[src/hsv2rgb_pkg.sv]
// ----------------------------------------------------------------------------
// HSV to RGB converter package
// Shared payload types, stage records and arithmetic constants.
// ----------------------------------------------------------------------------
package hsv2rgb_pkg;

  typedef struct packed {
    logic [15:0] hue_deg;
    logic [7:0]  sat_pct;
    logic [7:0]  val_pct;
  } hsv_t;

  typedef struct packed {
    logic [7:0] red_level;
    logic [7:0] green_level;
    logic [7:0] blue_level;
  } rgb_t;

  // Hue sectors of 60 degrees each, starting at red.
  typedef enum logic [2:0] {
    SEC_RED,
    SEC_YELLOW,
    SEC_GREEN,
    SEC_CYAN,
    SEC_BLUE,
    SEC_MAGENTA
  } sector_t;

  localparam int PCT_W   = 7;   // clamped percent, 0..100
  localparam int HUE_W   = 9;   // wrapped hue, 0..359
  localparam int REM_W   = 6;   // remainder within a sector, 0..59
  localparam int FRAC_W  = 13;  // scaled fraction, 0..6000
  localparam int NUM_W   = 20;  // level numerator, 0..600000
  localparam int BIAS_W  = 28;  // numerator * 255 plus rounding bias
  localparam int DIVN_W  = 22;  // biased value after the shift by 64
  localparam int RECIP_W = 23;
  localparam int PROD_W  = DIVN_W + RECIP_W;

  localparam logic [PCT_W-1:0]   PCT_FULL   = 7'd100;
  localparam logic [HUE_W-1:0]   HUE_TURN   = 9'd360;
  localparam logic [REM_W-1:0]   HUE_SECTOR = 6'd60;
  localparam logic [FRAC_W-1:0]  FRAC_FULL  = 13'd6000;

  // floor(hue / 360) is estimated as (hue * 46603) >> 24, which is low by
  // at most one for any 16-bit hue.
  localparam logic [15:0] WRAP_RECIP = 16'd46603;
  localparam int          WRAP_SHIFT = 24;

  // level = floor((num * 255 + 300000) / 600000). The divisor is 64 * 9375;
  // the quotient by 9375 is exact through the reciprocal below.
  localparam logic [BIAS_W-1:0]  ROUND_BIAS  = 28'd300000;
  localparam int                 ROUND_PRE   = 6;
  localparam logic [RECIP_W-1:0] ROUND_RECIP = 23'd7330078;
  localparam int                 ROUND_SHIFT = 36;

  // Lanes of the level numerators.
  localparam int LANE_P  = 0;
  localparam int LANE_Q  = 1;
  localparam int LANE_T  = 2;
  localparam int LANE_V  = 3;
  localparam int LANE_CNT = 4;

  typedef logic [NUM_W-1:0] num_t;
  typedef logic [7:0]       level_t;

  typedef struct packed {
    logic                valid;
    sector_t             sector;
    logic                grey;
    logic [PCT_W-1:0]    sat;
    logic [PCT_W-1:0]    val;
    logic [REM_W-1:0]    rem;
  } hue_info_t;

  typedef struct packed {
    logic                valid;
    sector_t             sector;
    logic                grey;
    num_t [LANE_CNT-1:0] num;
  } num_info_t;

  typedef struct packed {
    logic                  valid;
    sector_t               sector;
    logic                  grey;
    level_t [LANE_CNT-1:0] lvl;
  } lvl_info_t;

endpackage

[src/hsv_to_rgb_converter_top.sv]
// ----------------------------------------------------------------------------
// HSV to RGB converter
// Pipelined conversion of one HSV pixel per clock into 8-bit RGB levels.
// ----------------------------------------------------------------------------
// One pixel is taken in every clock in which start is high; busy never rises,
// since nothing in the pipeline can stall. The matching RGB pixel appears on
// rgb with done high, in order, once it has passed the eight register stages,
// and is shown for one cycle only. The eight register stages are:
// hue clamp and reciprocal product, hue wrap, sector split,
// fractions, value products, scaling by 255, the exact rounding divide, and
// the channel routing register.
module hsv_to_rgb_converter_top (
  input  logic              clk,
  input  logic              rst,
  input  logic              start,
  output logic              busy,
  input  hsv2rgb_pkg::hsv_t hsv,
  output logic              done,
  output hsv2rgb_pkg::rgb_t rgb
);

  hsv2rgb_pkg::hue_info_t info;
  hsv2rgb_pkg::num_info_t nums;
  hsv2rgb_pkg::lvl_info_t lvls;
  hsv2rgb_pkg::rgb_t      rgb_next;

  logic accept;
  hsv2rgb_pkg::level_t lp;
  hsv2rgb_pkg::level_t lq;
  hsv2rgb_pkg::level_t lt;
  hsv2rgb_pkg::level_t lv;

  assign busy   = 1'b0;
  assign accept = start & ~busy;

  hsv2rgb_hue_unit u_hue (
    .clk      (clk),
    .rst      (rst),
    .in_valid (accept),
    .hsv      (hsv),
    .info     (info)
  );

  hsv2rgb_num_unit u_num (
    .clk  (clk),
    .rst  (rst),
    .info (info),
    .nums (nums)
  );

  hsv2rgb_round_unit u_round (
    .clk  (clk),
    .rst  (rst),
    .nums (nums),
    .lvls (lvls)
  );

  assign lp = lvls.lvl[hsv2rgb_pkg::LANE_P];
  assign lq = lvls.lvl[hsv2rgb_pkg::LANE_Q];
  assign lt = lvls.lvl[hsv2rgb_pkg::LANE_T];
  assign lv = lvls.lvl[hsv2rgb_pkg::LANE_V];

  // A grey pixel rounds v * 6000 exactly as (v * 255 + 50) / 100, so the
  // v level serves every channel.
  always_comb begin
    rgb_next = '{red_level: lv, green_level: lp, blue_level: lq};
    if (lvls.grey) begin
      rgb_next = '{red_level: lv, green_level: lv, blue_level: lv};
    end else begin
      case (lvls.sector)
        hsv2rgb_pkg::SEC_RED:
          rgb_next = '{red_level: lv, green_level: lt, blue_level: lp};
        hsv2rgb_pkg::SEC_YELLOW:
          rgb_next = '{red_level: lq, green_level: lv, blue_level: lp};
        hsv2rgb_pkg::SEC_GREEN:
          rgb_next = '{red_level: lp, green_level: lv, blue_level: lt};
        hsv2rgb_pkg::SEC_CYAN:
          rgb_next = '{red_level: lp, green_level: lq, blue_level: lv};
        hsv2rgb_pkg::SEC_BLUE:
          rgb_next = '{red_level: lt, green_level: lp, blue_level: lv};
        default:
          rgb_next = '{red_level: lv, green_level: lp, blue_level: lq};
      endcase
    end
  end

  always_ff @(posedge clk) begin
    done <= lvls.valid;
    rgb  <= rgb_next;
    if (rst) begin
      done <= 1'b0;
    end
  end

endmodule

[src/hsv2rgb_hue_unit.sv]
// ----------------------------------------------------------------------------
// HSV to RGB hue unit
// Three stages: clamp and reciprocal product, hue wrap, sector split.
// ----------------------------------------------------------------------------
module hsv2rgb_hue_unit (
  input  logic                   clk,
  input  logic                   rst,
  input  logic                   in_valid,
  input  hsv2rgb_pkg::hsv_t      hsv,
  output hsv2rgb_pkg::hue_info_t info
);

  // Stage 1
  logic                          valid1;
  logic [31:0]                   prod1;
  logic [15:0]                   hue1;
  logic [hsv2rgb_pkg::PCT_W-1:0] sat1;
  logic [hsv2rgb_pkg::PCT_W-1:0] val1;
  logic                          grey1;

  // Stage 2
  logic                          valid2;
  logic [hsv2rgb_pkg::HUE_W-1:0] hue2;
  logic [hsv2rgb_pkg::PCT_W-1:0] sat2;
  logic [hsv2rgb_pkg::PCT_W-1:0] val2;
  logic                          grey2;

  logic [7:0]  quo;
  logic [16:0] diff;
  logic [9:0]  wrap;
  logic [hsv2rgb_pkg::HUE_W-1:0] hue2_next;

  hsv2rgb_pkg::sector_t          sector_next;
  logic [hsv2rgb_pkg::HUE_W-1:0] base;
  logic [hsv2rgb_pkg::HUE_W-1:0] rem_wide;

  always_ff @(posedge clk) begin
    valid1 <= in_valid;
    prod1  <= 32'(hsv.hue_deg) * 32'(hsv2rgb_pkg::WRAP_RECIP);
    hue1   <= hsv.hue_deg;
    sat1   <= (hsv.sat_pct > 8'(hsv2rgb_pkg::PCT_FULL)) ? hsv2rgb_pkg::PCT_FULL
                                                         : hsv.sat_pct[6:0];
    val1   <= (hsv.val_pct > 8'(hsv2rgb_pkg::PCT_FULL)) ? hsv2rgb_pkg::PCT_FULL
                                                         : hsv.val_pct[6:0];
    grey1  <= (hsv.sat_pct == 8'd0);
    if (rst) begin
      valid1 <= 1'b0;
    end
  end

  // The estimated quotient is at most one low, so one correction suffices.
  always_comb begin
    quo  = prod1[hsv2rgb_pkg::WRAP_SHIFT +: 8];
    diff = {1'b0, hue1} - 17'(quo) * 17'(hsv2rgb_pkg::HUE_TURN);
    wrap = diff[9:0];
    if (wrap >= 10'(hsv2rgb_pkg::HUE_TURN)) begin
      hue2_next = 9'(wrap - 10'(hsv2rgb_pkg::HUE_TURN));
    end else begin
      hue2_next = wrap[8:0];
    end
  end

  always_ff @(posedge clk) begin
    valid2 <= valid1;
    hue2   <= hue2_next;
    sat2   <= sat1;
    val2   <= val1;
    grey2  <= grey1;
    if (rst) begin
      valid2 <= 1'b0;
    end
  end

  always_comb begin
    if (hue2 >= 9'd300) begin
      sector_next = hsv2rgb_pkg::SEC_MAGENTA;
      base        = 9'd300;
    end else if (hue2 >= 9'd240) begin
      sector_next = hsv2rgb_pkg::SEC_BLUE;
      base        = 9'd240;
    end else if (hue2 >= 9'd180) begin
      sector_next = hsv2rgb_pkg::SEC_CYAN;
      base        = 9'd180;
    end else if (hue2 >= 9'd120) begin
      sector_next = hsv2rgb_pkg::SEC_GREEN;
      base        = 9'd120;
    end else if (hue2 >= 9'(hsv2rgb_pkg::HUE_SECTOR)) begin
      sector_next = hsv2rgb_pkg::SEC_YELLOW;
      base        = 9'(hsv2rgb_pkg::HUE_SECTOR);
    end else begin
      sector_next = hsv2rgb_pkg::SEC_RED;
      base        = 9'd0;
    end
    rem_wide = hue2 - base;
  end

  always_ff @(posedge clk) begin
    info.valid  <= valid2;
    info.sector <= sector_next;
    info.grey   <= grey2;
    info.sat    <= sat2;
    info.val    <= val2;
    info.rem    <= rem_wide[hsv2rgb_pkg::REM_W-1:0];
    if (rst) begin
      info.valid <= 1'b0;
    end
  end

endmodule

[src/hsv2rgb_num_unit.sv]
// ----------------------------------------------------------------------------
// HSV to RGB numerator unit
// Two stages: scaled fractions, then the value products for p, q, t and v.
// ----------------------------------------------------------------------------
module hsv2rgb_num_unit (
  input  logic                   clk,
  input  logic                   rst,
  input  hsv2rgb_pkg::hue_info_t info,
  output hsv2rgb_pkg::num_info_t nums
);

  logic                           valid4;
  hsv2rgb_pkg::sector_t           sector4;
  logic                           grey4;
  logic [hsv2rgb_pkg::PCT_W-1:0]  val4;
  logic [hsv2rgb_pkg::FRAC_W-1:0] p_frac;
  logic [hsv2rgb_pkg::FRAC_W-1:0] sr;
  logic [hsv2rgb_pkg::FRAC_W-1:0] st;

  logic [hsv2rgb_pkg::FRAC_W-1:0] q_frac;
  logic [hsv2rgb_pkg::FRAC_W-1:0] t_frac;

  always_ff @(posedge clk) begin
    valid4  <= info.valid;
    sector4 <= info.sector;
    grey4   <= info.grey;
    val4    <= info.val;
    p_frac  <= 13'(hsv2rgb_pkg::PCT_FULL - info.sat) * 13'(hsv2rgb_pkg::HUE_SECTOR);
    sr      <= 13'(info.sat) * 13'(info.rem);
    st      <= 13'(info.sat) * 13'(hsv2rgb_pkg::HUE_SECTOR - info.rem);
    if (rst) begin
      valid4 <= 1'b0;
    end
  end

  // With saturation at most 100, s * r stays at or below 6000.
  assign q_frac = hsv2rgb_pkg::FRAC_FULL - sr;
  assign t_frac = hsv2rgb_pkg::FRAC_FULL - st;

  always_ff @(posedge clk) begin
    nums.valid  <= valid4;
    nums.sector <= sector4;
    nums.grey   <= grey4;
    nums.num[hsv2rgb_pkg::LANE_P] <= 20'(val4) * 20'(p_frac);
    nums.num[hsv2rgb_pkg::LANE_Q] <= 20'(val4) * 20'(q_frac);
    nums.num[hsv2rgb_pkg::LANE_T] <= 20'(val4) * 20'(t_frac);
    nums.num[hsv2rgb_pkg::LANE_V] <= 20'(val4) * 20'(hsv2rgb_pkg::FRAC_FULL);
    if (rst) begin
      nums.valid <= 1'b0;
    end
  end

endmodule

[src/hsv2rgb_round_unit.sv]
// ----------------------------------------------------------------------------
// HSV to RGB rounding unit
// Two stages: scale by 255 with rounding bias, then exact constant divide.
// ----------------------------------------------------------------------------
module hsv2rgb_round_unit (
  input  logic                   clk,
  input  logic                   rst,
  input  hsv2rgb_pkg::num_info_t nums,
  output hsv2rgb_pkg::lvl_info_t lvls
);

  logic                 valid6;
  hsv2rgb_pkg::sector_t sector6;
  logic                 grey6;
  logic [hsv2rgb_pkg::DIVN_W-1:0] divn [hsv2rgb_pkg::LANE_CNT];

  always_ff @(posedge clk) begin
    valid6  <= nums.valid;
    sector6 <= nums.sector;
    grey6   <= nums.grey;
    if (rst) begin
      valid6 <= 1'b0;
    end
  end

  for (genvar i = 0; i < hsv2rgb_pkg::LANE_CNT; i++) begin : g_lane
    logic [hsv2rgb_pkg::BIAS_W-1:0] biased;
    logic [hsv2rgb_pkg::PROD_W-1:0] prod;

    // num * 255 as num * 256 - num.
    assign biased = {nums.num[i], 8'd0} - hsv2rgb_pkg::BIAS_W'(nums.num[i])
                    + hsv2rgb_pkg::ROUND_BIAS;
    assign prod   = hsv2rgb_pkg::PROD_W'(divn[i])
                    * hsv2rgb_pkg::PROD_W'(hsv2rgb_pkg::ROUND_RECIP);

    always_ff @(posedge clk) begin
      divn[i]     <= biased[hsv2rgb_pkg::BIAS_W-1:hsv2rgb_pkg::ROUND_PRE];
      lvls.lvl[i] <= prod[hsv2rgb_pkg::ROUND_SHIFT +: 8];
    end
  end

  always_ff @(posedge clk) begin
    lvls.valid  <= valid6;
    lvls.sector <= sector6;
    lvls.grey   <= grey6;
    if (rst) begin
      lvls.valid <= 1'b0;
    end
  end

endmodule
[config.mk]
export PLATFORM = sky130hd
export DESIGN_NAME = hsv_to_rgb_converter_top
export DESIGN_NICKNAME = d
export VERILOG_FILES = /design/src/hsv2rgb_pkg.sv /design/src/hsv_to_rgb_converter_top.sv /design/src/hsv2rgb_hue_unit.sv /design/src/hsv2rgb_num_unit.sv /design/src/hsv2rgb_round_unit.sv
export SDC_FILE = /design/constraint.sdc
export NUM_CORES = 2
export LEC_CHECK = 0
export ABC_AREA = 1
export BUFFER_PORTS_ARGS = -buffer_cell sky130_fd_sc_hd__buf_2
export CORE_MARGIN = 2
export CORE_UTILIZATION = 30
export CTS_CLUSTER_SIZE = 25
export DETAILED_ROUTE_END_ITERATION = 10
export SLEW_MARGIN = 20
export SYNTH_ARGS = -nofsm -noshare
export SYNTH_HDL_FRONTEND = slang
export SYNTH_SLANG_ARGS = --single-unit
[constraint.sdc]
create_clock -name clk -period 6 [get_ports clk]
set_input_delay 0.9 -clock clk [delete_from_list [all_inputs] [get_ports clk]]
set_output_delay 0.9 -clock clk [all_outputs]
set_load 0.1 [all_outputs]
==> flow_metrics.py <==
metrics = {
    "yosys": {
        "syn_inst": 8730,
        "synth_top_family_by_area": "adder cells",
        "synth_compound_area_share_pct": 5.70,
        "synthSimpleGateAreaFrac_pct": 16.6,
        "synthesis.area_um2": 69900,
        "async_flop_share_pct": 0,
        "synthMuxAreaShare_pct": 0.0143,
        "ys_types": 63,
        "synth_commonest_cells": "inv_1 (2271), nand2_1 (1859), fa_1 (1118), ha_1 (1113), nor2_1 (540)",
        "synth.largest_area_cell": "fa_1",
        "synth_seq_cells": 364,
        "synthAdderAreaFrac_pct": 51.9,
        "synthTopCellsByArea": "fa_1 (32%), ha_1 (20%), inv_1 (12%), dfxtp_1 (10%), nand2_1 (10%)",
        "synth_ff_type": "dfxtp_1",
        "syn_avg_cell_area_um2": 8.01,
        "synth_nets": 11000,
        "synth-xor-area-share_pct": 2.66,
        "ys.warnings.count": 0,
        "seq_area_frac_synth_pct": 10.4,
        "synth_top_area_share_pct": 32.0,
        "synth_edf_count": 0,
        "yosysMostFrequentCell": "inv_1",
    },
    "worst_setup_path": {
        "path_max_fanout": 5,
        "start_kind": "flop",
        "rrSetupSlack_ps": 320,
        "path_delay_family": "adder cells",
        "cp_data_arrival_time_ps": 6240,
        "path_class": "reg -> reg",
        "path_buf_inv": 4,
        "r2r-start": "u_round.divn[2][7]",
        "rr_endpoint": "u_round.lvls[16]",
        "crit_path_max_incr_delay_ps": 610,
        "path_cells": "inv_1 > fa_1 > fa_1 > inv_1 > fa_1 > fa_1 > fa_1 > fa_1 > inv_1 > fa_1 > inv_1 > ha_1 > a21oi_1 > o21bai_1 > o21bai_1 > a21oi_1 > nand2_1 > nand2_1 > nand2_1",
        "cp_common_cell": "fa_1",
        "cp_slowest_cell": "fa_1",
        "critPathRequiredTime_ps": 6560,
        "ff2ff_path_depth": 19,
        "endpoint_kind": "flop",
    },
    "clock_network": {
        "root_buffer": "clkbuf_16",
        "cts.sinks": 364,
        "clkLatencyLatePin_ps": 670,
        "numCtsBuffers": 49,
        "clock_path_buffers": 3,
        "clk_pin_slew_ps": 60,
        "cts_tree": "yes",
        "cts_hold_buf": 0,
        "htree_levels": 2,
    },
    "route": {
        "post_drt_via_cell_ratio": 4.46,
        "drc_errors": 0,
        "routedWlPerCell_um": 15.2,
        "drt_iter0_drc": 3112,
        "antenna_left": 0,
        "drt_wl_total_um": 182000,
        "first_pass_iters": 6,
        "via_count": 53200,
    },
    "timing": {
        "setup_tns_ps": 0,
        "finClkSkew_ps": 35.1,
        "clock.fmax_ghz": 0.176,
        "post-route-period-util_pct": 94.7,
        "min_period_ps": 5680,
        "finalSetupViolations": 0,
        "relSlewSlack_pct": 45.9,
        "slew_viol_final": 0,
        "rsz0062_at_grt": "false",
        "hold_viol": 0,
        "setup_slack_ps": 321,
        "tightest_slew_ps": 802,
    },
    "floorplan": {
        "start_util_pct": 30.1,
        "rows": 177,
        "core_um2": 232000,
        "die_w_um": 487,
        "ioPinCount": 61,
        "die_area_um2": 237000,
        "die-height_um": 487,
    },
    "finish": {
        "utilization_pct": 32.7,
        "syn_to_final_growth_pct": 8.51,
        "drive_gt1_share_pct": 3.06,
        "nets": 11100,
    },
    "global_route": {
        "grt_pass1_vias": 55200,
        "antenna_found_initial": 5,
        "grt_max_degree": 39,
        "grt_pass1_wl_um": 295000,
        "grtUsageTotal_pct": 15.5,
        "globalRoute.totalOverflow": 0,
    },
    "status": {
        "status": "finished, final reports clean",
    },
    "hold_path": {
        "min_from": "u_num.nums[81]",
        "hp-class": "reg -> reg",
        "hold_depth": 0,
        "hold_path_end": "u_round.sector6[0]",
    },
    "placed_design": {
        "portBuffers": 59,
        "dp_hpwl_um": 163000,
        "place_ws_ps": 232,
        "place.gp.congestion": 0.944,
    },
    "flow_run": {
        "cap_violations": 0,
    },
}
## kinds of logic after synthesis
logic type                 after synthesis
adders and majority gates             2231
AOI/OAI and AO/OA                      722
and+or+nand+nor                       2871
other                                    1
buffers and inverters                 2330
muxes                                    1
xor gates and xnor gates               210
DFF                                    364
## cell type report
type | count | area (µm²)
Fill cell | 24700 | 156000
Multi-Input combinational cell | 6036 | 53800
Inverter | 2284 | 8580
Sequential cell | 364 | 7300
Tap cell | 3043 | 3810
Clock buffer | 57 | 1330
Timing Repair Buffer | 106 | 648
Clock inverter | 34 | 393
Antenna cell | 2 | 5.00
## layer usage
layer	vias to the layer above	track usage, %	share of wire [%]
li1	26700	-	-
met1	25400	21.7	48
met2	959	25.9	46
met3	164	1.75	4.4
met4	0	2.85	1.7
met5	-	0	0
## sequential cells by signal, summed over array words and instances (netlist names), 9 cells and up
| register | cells |
|---|---|
| rgb | 24 |
| u_hue.hue1 | 9 |
| u_hue.hue2 | 9 |
| u_hue.info | 25 |
| u_num.nums | 78 |
| u_num.p_frac | 11 |
| u_num.sr | 13 |
| u_num.st | 12 |
| u_round.divn | 88 |
| u_round.lvls | 37 |
## stage by stage
stage / instance area, µm² / std cells / hold slack [ps]
after floorplan: 69900 / 8730 / 310
after global placement: 74100 / 11800 / 310
after detailed placement: 74100 / 11800 / 312
after CTS: 75800 / 11900 / 326
after global routing: 75900 / 11900 / 327
final: 75900 / 11900 / 325
## how the worst max path moves through the flow
stage,cells past startpoint,end,startpoint,slack [ps]
after CTS,21,u_round.lvls[11],u_round.divn[1][6],190
after global routing,22,u_round.lvls[12],u_round.divn[1][9],4
after floorplan,21,u_round.lvls[11],u_round.divn[1][8],550
after detailed placement,19,u_round.lvls[11],u_round.divn[1][6],230
final,19,u_round.lvls[16],u_round.divn[2][7],320
after global placement,19,u_round.lvls[11],u_round.divn[1][6],250
## worst reg2reg max path: cells and delay by family, from the launching register on
family	cells	cell delay, ps
buffers and inverters	4	340
AOI/OAI and AO/OA	4	720
DFF	1	500
and+or+nand+nor	3	170
adders and majority gates	8	3850
## cells in the final DEF, fill, tap and decap left out, types with 52 or more instances in the layout
| cell type | netlist | layout |
|---|---|---|
| xnor2_1 | 52 | 52 |
| nor3_1 | 53 | 53 |
| nand2_1 | 1859 | 1859 |
| xor2_1 | 155 | 155 |
| o21ai_0 | 190 | 190 |
| nor2_1 | 540 | 539 |
| inv_1 | 2271 | 2270 |
| dfxtp_1 | 364 | 353 |
| a21oi_1 | 377 | 377 |
| nand4_1 | 77 | 77 |
| buf_2 | 8 | 59 |
| ha_1 | 1113 | 1113 |
| nand3_1 | 270 | 270 |
| fa_1 | 1118 | 1116 |
## what timing repair did
action,in CTS,in global routing
setup endpoints to repair,0,17
resized for setup,0,15
buffers inserted,0,0
Power is not shown: default switching activity piles up to over one toggle a cycle in this logic, so the estimate is an artifact.
